## src/hw/rtl/time_series_density_histogram_defines.svh

```systemverilog
// Assertion macros for the density histogram block.
// Included by RTL files that carry concurrent checks; no other dependencies.
`ifndef TIME_SERIES_DENSITY_HISTOGRAM_DEFINES_SVH
`define TIME_SERIES_DENSITY_HISTOGRAM_DEFINES_SVH
`ifndef SYNTHESIS
`define TSDH_ASSERT(lbl, clk, rst_n, prop) \
  lbl: assert property (@(posedge clk) disable iff (!rst_n) prop) \
    else $error("tsdh check failed");
`define TSDH_NEVER(lbl, clk, rst_n, cond) \
  lbl: assert property (@(posedge clk) disable iff (!rst_n) !(cond)) \
    else $error("tsdh forbidden condition");
`else
`define TSDH_ASSERT(lbl, clk, rst_n, prop)
`define TSDH_NEVER(lbl, clk, rst_n, cond)
`endif
`endif

```

## src/hw/rtl/tsdh_pkg.sv

```systemverilog
// Shared constants, operation codes and types of the density histogram.
// No dependencies.
package tsdh_pkg;
  localparam int MaxIntervals = 64;
  localparam int MaxBins      = 64;
  localparam int MaxSeries    = 1024;
  localparam int IvW          = $clog2(MaxIntervals);
  localparam int BnW          = $clog2(MaxBins);
  localparam int CellW        = IvW + BnW;
  localparam int Cells        = MaxIntervals * MaxBins;
  localparam int CntW         = 11;
  localparam int RegW         = 7;
  localparam logic [CntW-1:0] CountMax = 11'd2047;

  localparam logic [1:0] OpClear = 2'd0;
  localparam logic [1:0] OpAdd   = 2'd1;
  localparam logic [1:0] OpRead  = 2'd2;
  localparam logic [1:0] OpNop   = 2'd3;

  localparam logic [1:0] RegIntervals = 2'd0;
  localparam logic [1:0] RegBins      = 2'd1;
  localparam logic [1:0] RegSelAct    = 2'd2;

  typedef struct packed {
    logic [RegW-1:0] num_intervals;
    logic [RegW-1:0] num_bins;
    logic            selection_active;
  } cfg_t;

  // One classified command handed from front to back.
  typedef struct packed {
    logic [1:0]       op;
    logic [CellW-1:0] addr;
    logic [CntW-1:0]  tag;
    logic             sel;
    logic             rd_ok;
  } cmd_t;

  // One cell of both grids.
  typedef struct packed {
    logic [CntW-1:0] fc;
    logic [CntW-1:0] fl;
    logic [CntW-1:0] sc;
    logic [CntW-1:0] sl;
  } word_t;
endpackage

```

## src/hw/rtl/tsdh_queue.sv

```systemverilog
// Two-entry command queue between front and back.
// Depends on tsdh_pkg.
module tsdh_queue (
  input  logic           clk,
  input  logic           rst_n,
  input  logic           push,
  input  tsdh_pkg::cmd_t push_data,
  input  logic           pop,
  output tsdh_pkg::cmd_t pop_data,
  output logic           full,
  output logic           empty
);
  tsdh_pkg::cmd_t ent_r [2];
  logic           wp_r, rp_r;
  logic [1:0]     cnt_r;

  assign full     = (cnt_r == 2'd2);
  assign empty    = (cnt_r == 2'd0);
  assign pop_data = ent_r[rp_r];

  always_ff @(posedge clk) begin
    if (!rst_n) begin
      wp_r  <= 1'b0;
      rp_r  <= 1'b0;
      cnt_r <= 2'd0;
    end else begin
      if (push) wp_r <= ~wp_r;
      if (pop)  rp_r <= ~rp_r;
      cnt_r <= cnt_r + {1'b0, push} - {1'b0, pop};
    end
  end

  always_ff @(posedge clk) begin
    if (push) ent_r[wp_r] <= push_data;
  end
endmodule

```

## config.mk

```make
export PLATFORM = sky130hd
export DESIGN_NAME = tsdh_queue
export DESIGN_NICKNAME = d
export VERILOG_FILES = /design/src/hw/rtl/time_series_density_histogram_defines.svh /design/src/hw/rtl/tsdh_pkg.sv /design/src/hw/rtl/tsdh_queue.sv
export SDC_FILE = /design/constraint.sdc
export NUM_CORES = 1
export LEC_CHECK = 0
export BUFFER_PORTS_ARGS = -buffer_cell sky130_fd_sc_hd__buf_4
export CAP_MARGIN = 20
export CORE_MARGIN = 8
export CORE_UTILIZATION = 50
export CTS_CLUSTER_SIZE = 40
export DETAILED_ROUTE_END_ITERATION = 8
export PLACE_DENSITY = 0.76
export SLEW_MARGIN = 40
export SYNTH_ARGS = -nofsm -noshare
export SYNTH_HDL_FRONTEND = slang
export SYNTH_SLANG_ARGS = --single-unit
```

## constraint.sdc

```tcl
create_clock -name clk -period 3.47 [get_ports clk]
set_clock_uncertainty 0.15 [all_clocks]
set_input_delay 1.041 -clock clk [delete_from_list [all_inputs] [get_ports clk]]
set_output_delay 1.041 -clock clk [all_outputs]
set_load 0.01 [all_outputs]
```

==> impl_summary.txt <==
----------------------------------------------------
[Timing]
  Worst path setup slack after routing ... 0.550 ns
  Setup repair after global routing missed its margin ... no
  Final setup fails ... 0
  Fin. max-slew vios ... 0
  Max transition margin ... between 70% and 80%
  Hold Worst Slack ... about 0.44 ns
  Period utilisation layout ... 84.2%
  Final critical path time including I/O delays and setup ... 2.92 ns
  Final hold violation count ... 0
  Max Fclk ... approximately 0.34 GHz
  Sum of negative setup slack ... 0 ns
  Slew of the pin with the lowest slew margin ... approximately 0.40 ns

[CTS]
  Hold-fix buffers at CTS ... 0
  Clock insertion delay at the later pin of the skew report ... 0.32 ns
  Number of buffers created by CTS ... 9
  Clock sink total ... 59
  Clk Tree Root Cell ... sky130_fd_sc_hd__clkbuf_8
  Number of levels the H-tree was split into ... 3
  Reg clk slew, reported paths ... roughly 0.06 ns
  Clock tree from TritonCTS ... built
  Post-CTS sizing ... 0
  Max Buffers Root-to-Sink ... 2
  Number of buffers added for setup after CTS ... 0

[Global routing]
  Remaining Overflow, GRT ... 0
  GR Util All Layers ... between 10% and 20%
  Global-route wire length before repair ... about 6500 µm
  Pin count of the biggest net entering global routing ... 29
  Initial antenna violation count ... 0
  Vias in the first global route ... roughly 1300

[Yosys]
  Most instantiated library cell after synthesis ... sky130_fd_sc_hd__edfxtp_1
  Number of standard cells after synthesis ... about 110
  Per-instance average area after synthesis ... roughly 22 µm²
  Leading cell types by count after synthesis ... sky130_fd_sc_hd__edfxtp_1 (54), sky130_fd_sc_hd__mux2_4 (20), sky130_fd_sc_hd__mux2_2 (7)
  Fraction of the yosys area taken by sequential cells ... 75.6%
  Synth warnings ... 0
  Number of storage elements in the synthesis netlist ... 59
  Top-area cell type share of the netlist area ... 71.2%
  Top cells by area, synth ... sky130_fd_sc_hd__edfxtp_1 (71%), sky130_fd_sc_hd__mux2_4 (13%), sky130_fd_sc_hd__dfxtp_1 (4.4%)
  Cell taking the most area after synthesis ... sky130_fd_sc_hd__edfxtp_1
  Synthesized netlist net count ... between 100 and 150
  Count of different cell masters after synthesis ... 14
  Proportion of register bits with asynchronous set or reset after synthesis ... 0%
  Area of the mapped netlist ... 2280 µm²
  Number of flops mapped to enable cells by yosys ... 54
  Main flop type after synthesis ... sky130_fd_sc_hd__edfxtp_1

[Setup path]
  Depth of the worst register-to-register path ... 6
  Class of the most critical setup path ... reg2out
  Arrival time at the worst endpoint ... approximately 1.7 ns
  Delay contributed by the slowest stage of the critical path ... approximately 0.57 ns
  Maximum net fanout on the critical path ... 14
  Sort of element at the end of the critical path ... output port
  Cell with the most instances on the worst path ... sky130_fd_sc_hd__buf_4
  Worst path depth ... 3
  Nature of the critical path startpoint ... register
  List of cells traversed by the critical path ... buf_4 -> mux2_4 -> buf_4
  Source of the worst register-to-register timing path ... cnt_r[0]
  Family with the most delay on the worst path ... flip-flops
  Worst Path Buf+Inv ... 2
  Required time reported for the critical path endpoint ... between 2 and 2.5 ns
  Library cell contributing the largest single delay on the critical path ... sky130_fd_sc_hd__dfxtp_2

[Placed design]
  Routability-driven placement congestion ratio ... roughly 0.67
  Total cell area at the placement stage ... ~2800 µm²
  Placed Instances ... 217
  Count of input and output buffers ... between 50 and 60
  Post-placement worst setup slack ... 0.867 ns
  Half-perimeter wire length after detailed placement ... 2840 µm

[Final layout]
  Ratio of cells with drive above 1 in the final layout ... between 50% and 60%
  Post-route non-filler standard cell count ... approximately 230
  Number of fillers in the final layout ... about 300
  Number of diodes ... 0
  Number of nets at the end of the flow ... around 210
  Reg area ... 1720 µm²
  Summed area of non-filler cells in the final layout ... between 2000 and 3000 µm²
  P&R area growth vs syn ... 29.3%
  Area of the multi-input gates ... 499 µm²

[Detailed routing]
  Number of DRC violations after detailed-routing iteration 0 ... between 80 and 90
  Routed vias ... roughly 1200
  Via-per-instance ratio ... approximately 5
  Total Routed Length ... between 4000 and 5000 µm
  Average detailed-routed wire length per instance ... 17.4 µm
  Number of iterations in the first detailed-routing pass ... 4
  DRC violation count after routing ... 0
  Number of nets still failing antenna checks after routing ... 0

[Floorplan]
  Top-level port count ... 60
  Chip width ... 83.5 µm
  Die area ... 6970 µm²
  Starting density of the core ... 51.9%
  Rows ... 24
  Floorplan Core Area ... about 4400 µm²
  Vertical die dimension ... ~83 µm

[Power]
  Power per cell area ... around 560 nW/µm²
  LEAKAGE ... between 0.001 and 0.0015 µW
  Largest vdd supply drop ... ~0.00045 V

[Run status]
  Status ... finished, final reports clean

[Worst hold path]
  Min-delay src ... rp_r
  Type of the worst min-delay path ... reg2reg
  Hold Path Stages ... 2

[Flow run]
  Max-capacitance violation count ... 0

----------------------------------------------------
==> where the power goes <==
part / switching [µW] / internal [µW]
clock: 239 / 329
combinational: 88.7 / 136
sequential: 20.8 / 822
==> flip-flops by register name (all words and copies together) (netlist names), named ones only <==
| signal | flops |
|---|---|
| cnt_r | 2 |
| ent_r | 54 |
| rp_r | 1 |
| wp_r | 1 |
==> path summary, 6_finish.rpt <==
| check | end | slack (ns) |
|---|---|---|
| setup / recovery | pop_data[18] | 0.55 |
| hold / removal | register | 0.44 |
| setup reg to reg | cnt_r[1] | 2.09 |
| hold reg to reg | register | 0.44 |
==> placed cells by master (no fill, tap or decap), types with 2 or more instances in the layout <==
cell | synthesis | final
sky130_fd_sc_hd__nor2b_1 | 4 | 3
sky130_fd_sc_hd__and2_1 | 4 | 4
sky130_fd_sc_hd__dfxtp_1 | 5 | 4
sky130_fd_sc_hd__edfxtp_1 | 54 | 54
sky130_fd_sc_hd__mux2_4 | 20 | 20
sky130_fd_sc_hd__clkbuf_1 | 0 | 4
sky130_fd_sc_hd__buf_4 | 0 | 63
sky130_fd_sc_hd__clkbuf_8 | 0 | 9
sky130_fd_sc_hd__inv_1 | 2 | 2
sky130_fd_sc_hd__mux2_2 | 7 | 7
sky130_fd_sc_hd__ha_1 | 2 | 2
==> logic make-up (layout without fill, tap and decap cells) <==
group,after synthesis,after routing,synth area share (%)
muxes,27,27,16.6
AOI/OAI and AO/OA,1,1,0.330
DFF,59,59,75.6
xor gates and xnor gates,2,2,1.37
buffers and inverters,5,81,2.58
and+or+nand+nor,9,9,2.36
adders and majority gates,2,2,1.10
==> worst reg2reg max path: stages, from the launching register on <==
cell and delay, ns:
sky130_fd_sc_hd__dfxtp_1 0.35, sky130_fd_sc_hd__inv_1 0.05, sky130_fd_sc_hd__ha_1 0.26, sky130_fd_sc_hd__inv_1 0.05
sky130_fd_sc_hd__ha_1 0.14, sky130_fd_sc_hd__xnor3_1 0.21, sky130_fd_sc_hd__nor2b_1 0.11
==> final cells by class <==
class	count	area share, %
well taps	52	2.21
clock inverters	3	1.32
inverters	2	0.255
repair buffers	63	16.1
flip-flops and latches	59	58.5
multi-input cells	41	16.9
clock buffers	13	4.72
==> per-stage QoR <==
step,total power (µW),utilization (%)
after floorplan,983,-
after global placement,1080,63.1
after detailed placement,1090,63.1
after CTS,1650,67.2
after global routing,1700,67.2
final,1640,67.2
==> per-layer routing <==
metal,vias up,global-route usage (%),routed length [µm],share of wire (%)
li1,541,-,-,-
met1,574,12.6,1630,40
met2,44,19.6,2030,50
met3,7,6.35,305,7.5
met4,0,6.12,78,1.9
met5,-,0,0,0
Power figures use the tool's default switching activity.
