`src/hw/rtl/time_series_density_histogram_defines.svh`:
```
// Assertion macros for the density histogram block.
// Included by RTL files that carry concurrent checks; no other dependencies.
`ifndef TIME_SERIES_DENSITY_HISTOGRAM_DEFINES_SVH
`define TIME_SERIES_DENSITY_HISTOGRAM_DEFINES_SVH
`ifndef SYNTHESIS
`define TSDH_ASSERT(lbl, clk, rst_n, prop) \
  lbl: assert property (@(posedge clk) disable iff (!rst_n) prop) \
    else $error("tsdh check failed");
`define TSDH_NEVER(lbl, clk, rst_n, cond) \
  lbl: assert property (@(posedge clk) disable iff (!rst_n) !(cond)) \
    else $error("tsdh forbidden condition");
`else
`define TSDH_ASSERT(lbl, clk, rst_n, prop)
`define TSDH_NEVER(lbl, clk, rst_n, cond)
`endif
`endif

```
`src/hw/rtl/tsdh_pkg.sv`:
```
// Shared constants, operation codes and types of the density histogram.
// No dependencies.
package tsdh_pkg;
  localparam int MaxIntervals = 64;
  localparam int MaxBins      = 64;
  localparam int MaxSeries    = 1024;
  localparam int IvW          = $clog2(MaxIntervals);
  localparam int BnW          = $clog2(MaxBins);
  localparam int CellW        = IvW + BnW;
  localparam int Cells        = MaxIntervals * MaxBins;
  localparam int CntW         = 11;
  localparam int RegW         = 7;
  localparam logic [CntW-1:0] CountMax = 11'd2047;

  localparam logic [1:0] OpClear = 2'd0;
  localparam logic [1:0] OpAdd   = 2'd1;
  localparam logic [1:0] OpRead  = 2'd2;
  localparam logic [1:0] OpNop   = 2'd3;

  localparam logic [1:0] RegIntervals = 2'd0;
  localparam logic [1:0] RegBins      = 2'd1;
  localparam logic [1:0] RegSelAct    = 2'd2;

  typedef struct packed {
    logic [RegW-1:0] num_intervals;
    logic [RegW-1:0] num_bins;
    logic            selection_active;
  } cfg_t;

  // One classified command handed from front to back.
  typedef struct packed {
    logic [1:0]       op;
    logic [CellW-1:0] addr;
    logic [CntW-1:0]  tag;
    logic             sel;
    logic             rd_ok;
  } cmd_t;

  // One cell of both grids.
  typedef struct packed {
    logic [CntW-1:0] fc;
    logic [CntW-1:0] fl;
    logic [CntW-1:0] sc;
    logic [CntW-1:0] sl;
  } word_t;
endpackage

```
`src/hw/rtl/tsdh_front.sv`:
```
// Front end: accepts items, computes interval (serial divider) and bin.
// Depends on tsdh_pkg.
module tsdh_front (
  input  logic                   clk,
  input  logic                   rst_n,
  input  tsdh_pkg::cfg_t         cfg,
  input  logic                   in_fire,
  input  logic [1:0]             op_in,
  input  logic [9:0]             sid_in,
  input  logic [15:0]            sidx_in,
  input  logic [16:0]            slen_in,
  input  logic [16:0]            sval_in,
  input  logic                   sel_in,
  input  logic [5:0]             ri_in,
  input  logic [5:0]             rb_in,
  output logic                   idle,
  input  logic                   q_full,
  output logic                   q_push,
  output tsdh_pkg::cmd_t         q_data
);
  localparam logic [1:0] F_IDLE = 2'd0;
  localparam logic [1:0] F_MUL  = 2'd1;
  localparam logic [1:0] F_DIV  = 2'd2;
  localparam logic [1:0] F_PUSH = 2'd3;

  logic [1:0]  state_r, state_nxt;
  logic [1:0]  op_r;
  logic [9:0]  sid_r;
  logic [15:0] sidx_r;
  logic [16:0] slen_r;
  logic [16:0] sval_r;
  logic        sel_r;
  logic [5:0]  ri_r, rb_r;
  logic [22:0] rem_r;
  logic [21:0] dvs_r;
  logic [23:0] prodb_r;
  logic [5:0]  quot_r;
  logic [2:0]  step_r;
  logic        sat_r;
  logic        sid_ok;
  logic        ge;
  logic [5:0]  itv;
  logic [5:0]  bin;
  logic [7:0]  bin_raw;

  assign sid_ok = {1'b0, sid_r} < 11'(tsdh_pkg::MaxSeries);
  assign ge     = rem_r >= {1'b0, dvs_r};
  assign idle   = (state_r == F_IDLE);

  always_ff @(posedge clk) begin
    if (!rst_n) begin
      state_r <= F_IDLE;
    end else begin
      state_r <= state_nxt;
    end
  end

  always_ff @(posedge clk) begin
    if (in_fire) begin
      op_r   <= op_in;
      sid_r  <= sid_in;
      sidx_r <= sidx_in;
      slen_r <= slen_in;
      sval_r <= sval_in;
      sel_r  <= sel_in;
      ri_r   <= ri_in;
      rb_r   <= rb_in;
    end
    if (state_r == F_MUL) begin
      rem_r   <= 23'(sidx_r) * 23'(cfg.num_intervals);
      prodb_r <= 24'(sval_r) * 24'(cfg.num_bins);
      dvs_r   <= {slen_r, 5'b0};
      sat_r   <= (slen_r == 17'd0) || ({1'b0, sidx_r} >= slen_r);
      quot_r  <= '0;
      step_r  <= '0;
    end else if (state_r == F_DIV) begin
      if (ge) rem_r <= rem_r - {1'b0, dvs_r};
      dvs_r  <= dvs_r >> 1;
      quot_r <= {quot_r[4:0], ge};
      step_r <= step_r + 3'd1;
    end
  end

  always_comb begin
    state_nxt = state_r;
    case (state_r)
      F_IDLE: if (in_fire) state_nxt = F_MUL;
      F_MUL:  state_nxt = (op_r == tsdh_pkg::OpAdd && sid_ok) ? F_DIV : F_PUSH;
      F_DIV:  if (sat_r || step_r == 3'd5) state_nxt = F_PUSH;
      F_PUSH: if (!q_full) state_nxt = F_IDLE;
      default: state_nxt = F_IDLE;
    endcase
  end

  assign bin_raw = prodb_r[23:16];
  assign itv = sat_r ? 6'(cfg.num_intervals - 7'd1) : quot_r;
  assign bin = ({1'b0, bin_raw} >= {2'b0, cfg.num_bins}) ?
               6'(cfg.num_bins - 7'd1) : bin_raw[5:0];

  always_comb begin
    q_push = (state_r == F_PUSH) && !q_full;
    q_data.op    = (op_r == tsdh_pkg::OpAdd && !sid_ok) ? tsdh_pkg::OpNop : op_r;
    q_data.tag   = 11'({1'b0, sid_r} + 11'd1);
    q_data.sel   = sel_r;
    q_data.rd_ok = ({1'b0, ri_r} < cfg.num_intervals) && ({1'b0, rb_r} < cfg.num_bins);
    if (op_r == tsdh_pkg::OpRead) q_data.addr = {ri_r, rb_r};
    else                          q_data.addr = {itv, bin};
  end
endmodule

```
`config.mk`:
```
export PLATFORM = sky130hd
export DESIGN_NAME = tsdh_front
export DESIGN_NICKNAME = d
export VERILOG_FILES = /design/src/hw/rtl/time_series_density_histogram_defines.svh /design/src/hw/rtl/tsdh_pkg.sv /design/src/hw/rtl/tsdh_front.sv
export SDC_FILE = /design/constraint.sdc
export NUM_CORES = 1
export LEC_CHECK = 0
export BUFFER_PORTS_ARGS = -buffer_cell sky130_fd_sc_hd__buf_4
export CORE_UTILIZATION = 50
export CTS_CLUSTER_SIZE = 8
export DETAILED_ROUTE_END_ITERATION = 16
export PLACE_DENSITY = 0.76
export SLEW_MARGIN = 10
export SYNTH_ARGS = -nofsm -noshare
export SYNTH_HDL_FRONTEND = slang
export SYNTH_SLANG_ARGS = --single-unit
```
`constraint.sdc`:
```
create_clock -name clk -period 9.62 [get_ports clk]
set_clock_uncertainty 0.05 [all_clocks]
set_input_delay 1.924 -clock clk [delete_from_list [all_inputs] [get_ports clk]]
set_output_delay 1.924 -clock clk [all_outputs]
set_load 0.05 [all_outputs]
```
==> results.sh, run 1 <==
export IMPL_grt_met1_usage_pct=30.7
export IMPL_synth_seq_area_share_pct=27.5
export IMPL_cp_max_fo=17
export IMPL_routed_wl_mm=34.9
export IMPL_finalHoldViolCount=0
export IMPL_ctsResizeCount=0
export IMPL_fin_crit_ns=6.31
export IMPL_switching_share_pct=46.7
export IMPL_critical_path_most_common_cell="fa_1"
export IMPL_synth_cell_types=75
export IMPL_core_area_um2=28900
export IMPL_drc=0
export IMPL_cp_arrival_ns=6.44
export IMPL_drt_first_pass_iters=5
export IMPL_min_delay_start="quot_r[5]$_SDFFE_PP0N_"
export IMPL_start_util_pct=51.0
export IMPL_post_dp_hpwl_mm=26.8
export IMPL_setup_tns_ns=0
export IMPL_netlist_area_um2=14700
export IMPL_grt_most_used_layer="met2"
export IMPL_share_comb_of_total_power_pct=64.4
export IMPL_fin_area_um2=16500
export IMPL_cts_sinks=140
export IMPL_min_path_cells=2
export IMPL_fp_row_count=62
export IMPL_routedWlPerCell_um=17.3
export IMPL_slew_headroom_pct=20.8
export IMPL_min_to="quot_r[5]$_SDFFE_PP0N_"
export IMPL_layout_setup_ws_ns=3.31
export IMPL_synth_edff_count=124
export IMPL_clk_pin_slew_worst_paths_ns=0.07
export IMPL_setup_violations=0
export IMPL_finalNetCount=2003
export IMPL_grtUsageMet2_pct=41.7
export IMPL_avgViaCountPerCell=5.55
export IMPL_synth_nets=1909
export IMPL_internal_power_uw=2700
export IMPL_rsz0062_at_grt="no"
export IMPL_synthMuxAreaShare_pct=1.66
export IMPL_finalCritPeriodShare_pct=65.6
export IMPL_grt_pass1_vias=11800
export IMPL_diodes=0
export IMPL_p_per_area_nw_per_um2=306
export IMPL_ctsHoldBuffers=0
export IMPL_cts_buffers=17
export IMPL_drv_slew=0
export IMPL_synth_compound_area_share_pct=11.7
export IMPL_switchingPower_uw=2360
export IMPL_dieHeight_um=174
export IMPL_timing_worst_setup_path_type="input port to register"
export IMPL_critPathLaunchType="input port"
export IMPL_grt_start_max_net_pins=73
export IMPL_cp_required_ns=9.75
export IMPL_critPathCaptureType="register"
export IMPL_p_leak_uw=0.00774
export IMPL_globalRouteMet3Util_pct=4.74
export IMPL_pwr_share_seq_pct=20.9
export IMPL_drt_initial_drc_count=766
export IMPL_cts_root_buffer="clkbuf_16"
export IMPL_vdd_ir_drop_max_mv=0.181
export IMPL_grt_pass1_wl_mm=58.4
export IMPL_port_buffers=121
export IMPL_ios=123
export IMPL_async_flop_share_pct=0
export IMPL_yosysWarnings=0
export IMPL_rr_endpoint="rem_r[17]$_DFFE_PP_"
export IMPL_clockBufferDepth=2
export IMPL_gp_congestion=0.969
export IMPL_final_fill_count=2460
export IMPL_r2r_start="sidx_r[2]$_DFFE_PP_"
export IMPL_max_stage_delay_ns=0.56
export IMPL_crit_slowest_cell="fa_1"
export IMPL_insertion_delay_ns=0.45
export IMPL_max_freq_mhz=158
export IMPL_ant_nets=0
export IMPL_r2r_slack_ns=4.39
export IMPL_die_w_um=174
export IMPL_synthAdderAreaFrac_pct=31.8
export IMPL_power_uw=5060
export IMPL_worst_pin_slew_ns=1.19
export IMPL_pre_cts_ws_ns=2.83
export IMPL_grt_antenna_before_repair=0
export IMPL_worst_r2r_cell_count=14
export IMPL_die_area_um2=30100
export IMPL_synth_ff_type="edfxtp_1"
export IMPL_mostFrequentLayoutCells="232 x inv_1, 154 x and2_1, 148 x nand2_1"
export IMPL_hp_class="register to register"
export IMPL_clockPowerShare_pct=14.7
export IMPL_outcome="finished, final reports clean"
export IMPL_cts_setup_buffers=0
export IMPL_layout_drive_gt1_share_pct=10.9
export IMPL_ys_ff_latch=140
export IMPL_yosys_area_share_simple_pct=16.8
export IMPL_synth_area_per_cell_um2=9.65
export IMPL_dpl_cell_area_um2=15900
export IMPL_h_tree_depth=4
export IMPL_maxCapViolations=0
export IMPL_layout_commonest_cell="inv_1"
export IMPL_synth_top_family_by_area="adder cells"
export IMPL_crit_chain="buf_4 > and2_1 > fa_1 > fa_1 > fa_1 > inv_1 > fa_1 > inv_1 > ha_1 > a2111oi_0 > o21ai_0 > a21oi_1 > o21bai_1 > mux2i_1 > a211oi_1"
export IMPL_synth_xor_area_share_pct=2.85
export IMPL_area_delta_synth_final_pct=12.4
export IMPL_syn_instance_count=1527
export IMPL_overflow=0
export IMPL_grt_use_total_pct=24.5
export IMPL_cts_tree="built"
export IMPL_num_vias=11200
layout make-up:
type	instances	area (µm²)	share of cell area, %
Clock inverter	13	213	1.29
Timing Repair Buffer	126	946	5.72
Multi-Input combinational cell	1103	9560	57.8
Tap cell	384	480	2.90
Clock buffer	19	433	2.62
Inverter	233	875	5.28
Sequential cell	140	4040	24.4
flip-flops by register name (all words and copies together), names as in the netlist:
signal and flops:
rem_r 23, dvs_r 22, slen_r 17, sval_r 17
sidx_r 16, sid_r 10, prodb_r 8, quot_r 6
rb_r 6, ri_r 6, step_r 3, op_r 2
state_r 2, sat_r 1, sel_r 1
power by group through the flow:
stage	logic (µW)	clock network (µW)	registers, µW
after floorplan	2560	0	1020
final	3260	744	1060
after global placement	3140	0	1060
after detailed placement	3220	0	1070
after CTS	3250	757	1060
after global routing	3670	779	1080
cells in the mapped netlist, types with 4 or more instances:
master	count	area [µm²]
inv_1	232	871
and2_1	154	963
nand2_1	148	556
ha_1	145	1810
fa_1	143	2860
edfxtp_1	124	3720
o21ai_0	71	355
a21oi_1	62	310
nor2_1	59	221
a21o_1	38	285
clkbuf_1	37	139
xnor2_1	28	245
nand3_1	24	120
mux2i_1	21	210
nand4_1	21	131
xor2_1	20	175
dfxtp_1	16	320
nor2b_1	16	100
a211oi_1	12	90.1
nand2b_1	10	62.6
o211ai_1	10	75.1
nor3_1	9	45.0
nor4_1	9	56.3
and3_1	8	50.1
a211o_1	6	52.6
a221oi_1	6	52.6
a2111oi_0	5	43.8
a31oi_1	5	31.3
clkbuf_8	5	68.8
o22ai_1	5	31.3
a221o_1	4	40.0
o21bai_1	4	30.0
o31ai_1	4	30.0
kinds of logic (layout without fill, tap and decap cells):
kind of cell               Yosys count  in the layout
DFF                                140            140
AOI/OAI and AO/OA                  264            264
and+or+nand+nor                    479            479
xor gates and xnor gates            48             48
muxes                               24             24
buffers and inverters              284            391
adders and majority gates          288            288
worst max-delay path: cells and delay by family:
family | cells | cell delay (ns)
and+or+nand+nor | 1 | 0.18
adders and majority gates | 5 | 2.54
buffers and inverters | 3 | 0.28
muxes | 1 | 0.28
AOI/OAI and AO/OA | 5 | 1.23
how the worst max path moves through the flow:
| stage | start | to | slack, ns | depth (start not counted) |
|---|---|---|---|---|
| after global routing | cfg[14] | rem_r[17]$_DFFE_PP_ | 2.98 | 15 |
| final | cfg[14] | rem_r[17]$_DFFE_PP_ | 3.31 | 15 |
| after CTS | cfg[14] | rem_r[17]$_DFFE_PP_ | 3.31 | 15 |
| after global placement | cfg[14] | rem_r[20]$_DFFE_PP_ | 2.95 | 17 |
| after floorplan | cfg[5] | q_data[15] | 2.96 | 10 |
| after detailed placement | cfg[14] | rem_r[17]$_DFFE_PP_ | 2.83 | 15 |
per-layer routing:
| layer | routed length (µm) | up-vias | part of all wire (%) |
|---|---|---|---|
| met5 | 0 | - | 0 |
| met2 | 16900 | 298 | 48 |
| met4 | 1130 | 0 | 3.2 |
| met1 | 15100 | 5519 | 43 |
| li1 | - | 5323 | - |
| met3 | 1710 | 67 | 4.9 |
through the flow:
stage,instances,hold WS [ns],util [%]
floorplan,1527,0.405,-
global placement,1986,0.425,55.1
detailed placement,1986,0.436,55.1
CTS,2018,0.452,57.3
global route,2018,0.486,57.3
finish,2018,0.445,57.3
Power figures use the tool's default switching activity.
==> run 2: changes to the inputs <==
--- a/config.mk
+++ b/config.mk
@@ -5,11 +5,12 @@
 export SDC_FILE = /design/constraint.sdc
 export NUM_CORES = 1
 export LEC_CHECK = 0
+export ABC_AREA = 1
 export BUFFER_PORTS_ARGS = -buffer_cell sky130_fd_sc_hd__buf_4
 export CORE_UTILIZATION = 50
 export CTS_CLUSTER_SIZE = 8
 export DETAILED_ROUTE_END_ITERATION = 16
-export PLACE_DENSITY = 0.76
+export PLACE_DENSITY = 0.78
 export SLEW_MARGIN = 10
 export SYNTH_ARGS = -nofsm -noshare
 export SYNTH_HDL_FRONTEND = slang
==> constraint.sdc (replaced) <==
create_clock -name clk -period 5.66 [get_ports clk]
set_clock_uncertainty 0.05 [all_clocks]
set_input_delay 1.132 -clock clk [delete_from_list [all_inputs] [get_ports clk]]
set_output_delay 1.132 -clock clk [all_outputs]
set_load 0.05 [all_outputs]
==> results.sh, run 2 <==
export IMPL_die_w_um=180
export IMPL_hp_class="register to register"
export IMPL_insertion_delay_ns=0.45
export IMPL_outcome="complete, but fails checks"
export IMPL_vdd_ir_drop_max_mv=0.279
export IMPL_cts_tree="built"
export IMPL_finalCritPeriodShare_pct=88.3
export IMPL_finalNetCount=2560
export IMPL_cp_required_ns=5.81
export IMPL_start_util_pct=51.2
export IMPL_synth_top_cells_by_count="596 x nand2_1, 523 x inv_1, 145 x ha_1, 143 x fa_1, 124 x edfxtp_1"
export IMPL_regMostFlops="rem_r"
export IMPL_hold_ws_ns=0.455
export IMPL_cp_max_fo=19
export IMPL_yosysWarnings=0
export IMPL_synth_most_common_cell="nand2_1"
export IMPL_cts_root_buffer="clkbuf_16"
export IMPL_clockBufferDepth=2
export IMPL_synth_area_per_cell_um2=7.59
export IMPL_synth_ff_type="edfxtp_1"
export IMPL_critPathLaunchType="input port"
export IMPL_worst_pin_slew_ns=1.08
export IMPL_drt_first_pass_iters=11
export IMPL_ios=123
export IMPL_cp_arrival_ns=5.15
export IMPL_routed_wl_mm=38.8
export IMPL_maxCapViolations=0
export IMPL_p_leak_uw=0.00998
export IMPL_synthDominantCellAreaShare_pct=23.6
export IMPL_grt_use_total_pct=25.0
export IMPL_synth_area_top_cells="edfxtp_1 24%, fa_1 18%, nand2_1 14%"
export IMPL_ctsHoldBuffers=0
export IMPL_final_cells=2587
export IMPL_pre_cts_ws_ns=0.207
export IMPL_routedWlPerCell_um=15.0
export IMPL_ys_ff_latch=140
export IMPL_gp_congestion=0.944
export IMPL_synth_nets=2462
export IMPL_grt_start_max_net_pins=51
export IMPL_cts_setup_buffers=0
export IMPL_yosysTopAreaCell="edfxtp_1"
export IMPL_fp_row_count=64
export IMPL_timing_worst_setup_path_type="input port to register"
export IMPL_layout_commonest_cell="nand2_1"
export IMPL_cts_buffers=17
export IMPL_largest_reg_flops=23
export IMPL_mostFrequentLayoutCells="596 x nand2_1, 523 x inv_1, 145 x ha_1"
export IMPL_synth_cell_types=43
export IMPL_grt_antenna_before_repair=1
export IMPL_drv_slew=0
export IMPL_finalHoldViolCount=0
export IMPL_cts_sinks=140
export IMPL_violations="DRC"
export IMPL_async_flop_share_pct=0
export IMPL_drc=5
export IMPL_area_delta_synth_final_pct=11.5
export IMPL_clk_pin_slew_worst_paths_ns=0.07
export IMPL_syn_instance_count=2080
export IMPL_synth_edff_count=124
export IMPL_slew_headroom_pct=27.8
export IMPL_synth_seq_area_share_pct=25.6
export IMPL_port_buffers=121
export IMPL_rsz0062_at_grt="no"
export IMPL_grt_pass1_wl_mm=64.6
export IMPL_max_freq_mhz=200
export IMPL_layout_setup_ws_ns=0.660
export IMPL_netlist_area_um2=15800
export IMPL_avgViaCountPerCell=5.21
export IMPL_ctsResizeCount=0
export IMPL_drt_initial_drc_count=919
export IMPL_critPathCaptureType="register"
export IMPL_p_per_area_nw_per_um2=509
export IMPL_top_regs="rem_r (23), dvs_r (22)"
export IMPL_ant_nets=0
export IMPL_layout_drive_gt1_share_pct=8.08
export IMPL_die_area_um2=32300
export IMPL_fin_crit_ns=5.00
export IMPL_core_area_um2=30800
export IMPL_h_tree_depth=4
export IMPL_grt_pass1_vias=13500
export IMPL_num_vias=13500
export IMPL_dp_cells=2555
export IMPL_dieHeight_um=180
export IMPL_overflow=0
export IMPL_setup_tns_ns=0
export IMPL_post_dp_hpwl_mm=31.2
export IMPL_setup_violations=0
run 2: cell count changes in the layout (fill, tap and decap cells not counted), moves of 11 or more:
cell | before | now
nand2_1 | 148 | 596
inv_1 | 232 | 523
and2_1 | 154 | 2
nand3_1 | 24 | 86
nor2_1 | 59 | 93
a21o_1 | 38 | 7
a21oi_1 | 62 | 85
mux2i_1 | 21 | 0
xnor2_1 | 28 | 7
o21ai_0 | 71 | 51
nor2b_1 | 16 | 0
a211oi_1 | 12 | 0
nand3b_1 | 2 | 13
run 2: final cells by class:
type | instances | area (µm²)
antenna | 1 | 2.50
clock buffer | 19 | 433
clock inverter | 12 | 140
fill | 2761 | 13200
inverter | 525 | 1970
multi-input combinational | 1370 | 9590
sequential | 140 | 4040
tap | 396 | 495
timing repair buffer | 124 | 931
run 2: metal layers:
metal | routed length [µm] | GRT usage, %
met1 | 17600 | 33.2
met3 | 2420 | 4.42
met4 | 833 | 7.83
met2 | 18000 | 41.4
met5 | 0 | 0
run 2: final timing paths:
check,to,slack (ns),depth (start not counted),startpoint
worst min-delay path,dvs_r[2]$_SDFFE_PP0N_,0.45,2,dvs_r[3]$_SDFFE_PP0N_
worst max register to register,rem_r[21]$_DFFE_PP_,0.90,20,sidx_r[9]$_DFFE_PP_
worst max-delay path,rem_r[21]$_DFFE_PP_,0.66,21,cfg[14]
worst min register to register,dvs_r[2]$_SDFFE_PP0N_,0.45,2,dvs_r[3]$_SDFFE_PP0N_
run 2: cells by family (layout without fill, tap and decap cells):
family / Yosys count / in the layout / synth area share, %
compound gates: 198 / 198 / 7.03
fa+ha+maj: 288 / 288 / 29.6
buf+inv: 570 / 680 / 13.7
simple gates: 862 / 862 / 22.9
other cells: 0 / 1 / 0
flops: 140 / 140 / 25.6
xor+xnor: 22 / 22 / 1.22
run 2: critical path, cell delays in order:
cell and delay (ns):
buf_4 0.19, nand2_1 0.08, inv_1 0.06, fa_1 0.53
inv_1 0.06, fa_1 0.52, inv_1 0.05, fa_1 0.55
inv_1 0.06, fa_1 0.54, inv_1 0.04, ha_1 0.34
nand2_1 0.11, inv_1 0.09, nand2_1 0.08, nor2_1 0.15
nand4_1 0.12, nand3_1 0.11, nand2_1 0.05, nand3_1 0.17
nand2_1 0.10
run 2: report_power, final:
group	switching (µW)	total (µW)	internal (µW)	leakage (µW)
logic	3990	6060	2060	0.00837
clock network	472	1120	652	0.000278
registers	180	1790	1610	0.00134
total	4640	8970	4320	0.00998
run 2: stage by stage:
step | utilization, % | area (µm²) | total power (µW)
5_1_grt | 57.1 | 17600 | 9910
3_3_place_gp | 55.2 | 17000 | 7630
2_1_floorplan | - | 15800 | 6310
4_1_cts | 57.1 | 17600 | 8940
6_report | 57.1 | 17600 | 8970
3_5_place_dp | 55.2 | 17000 | 7780
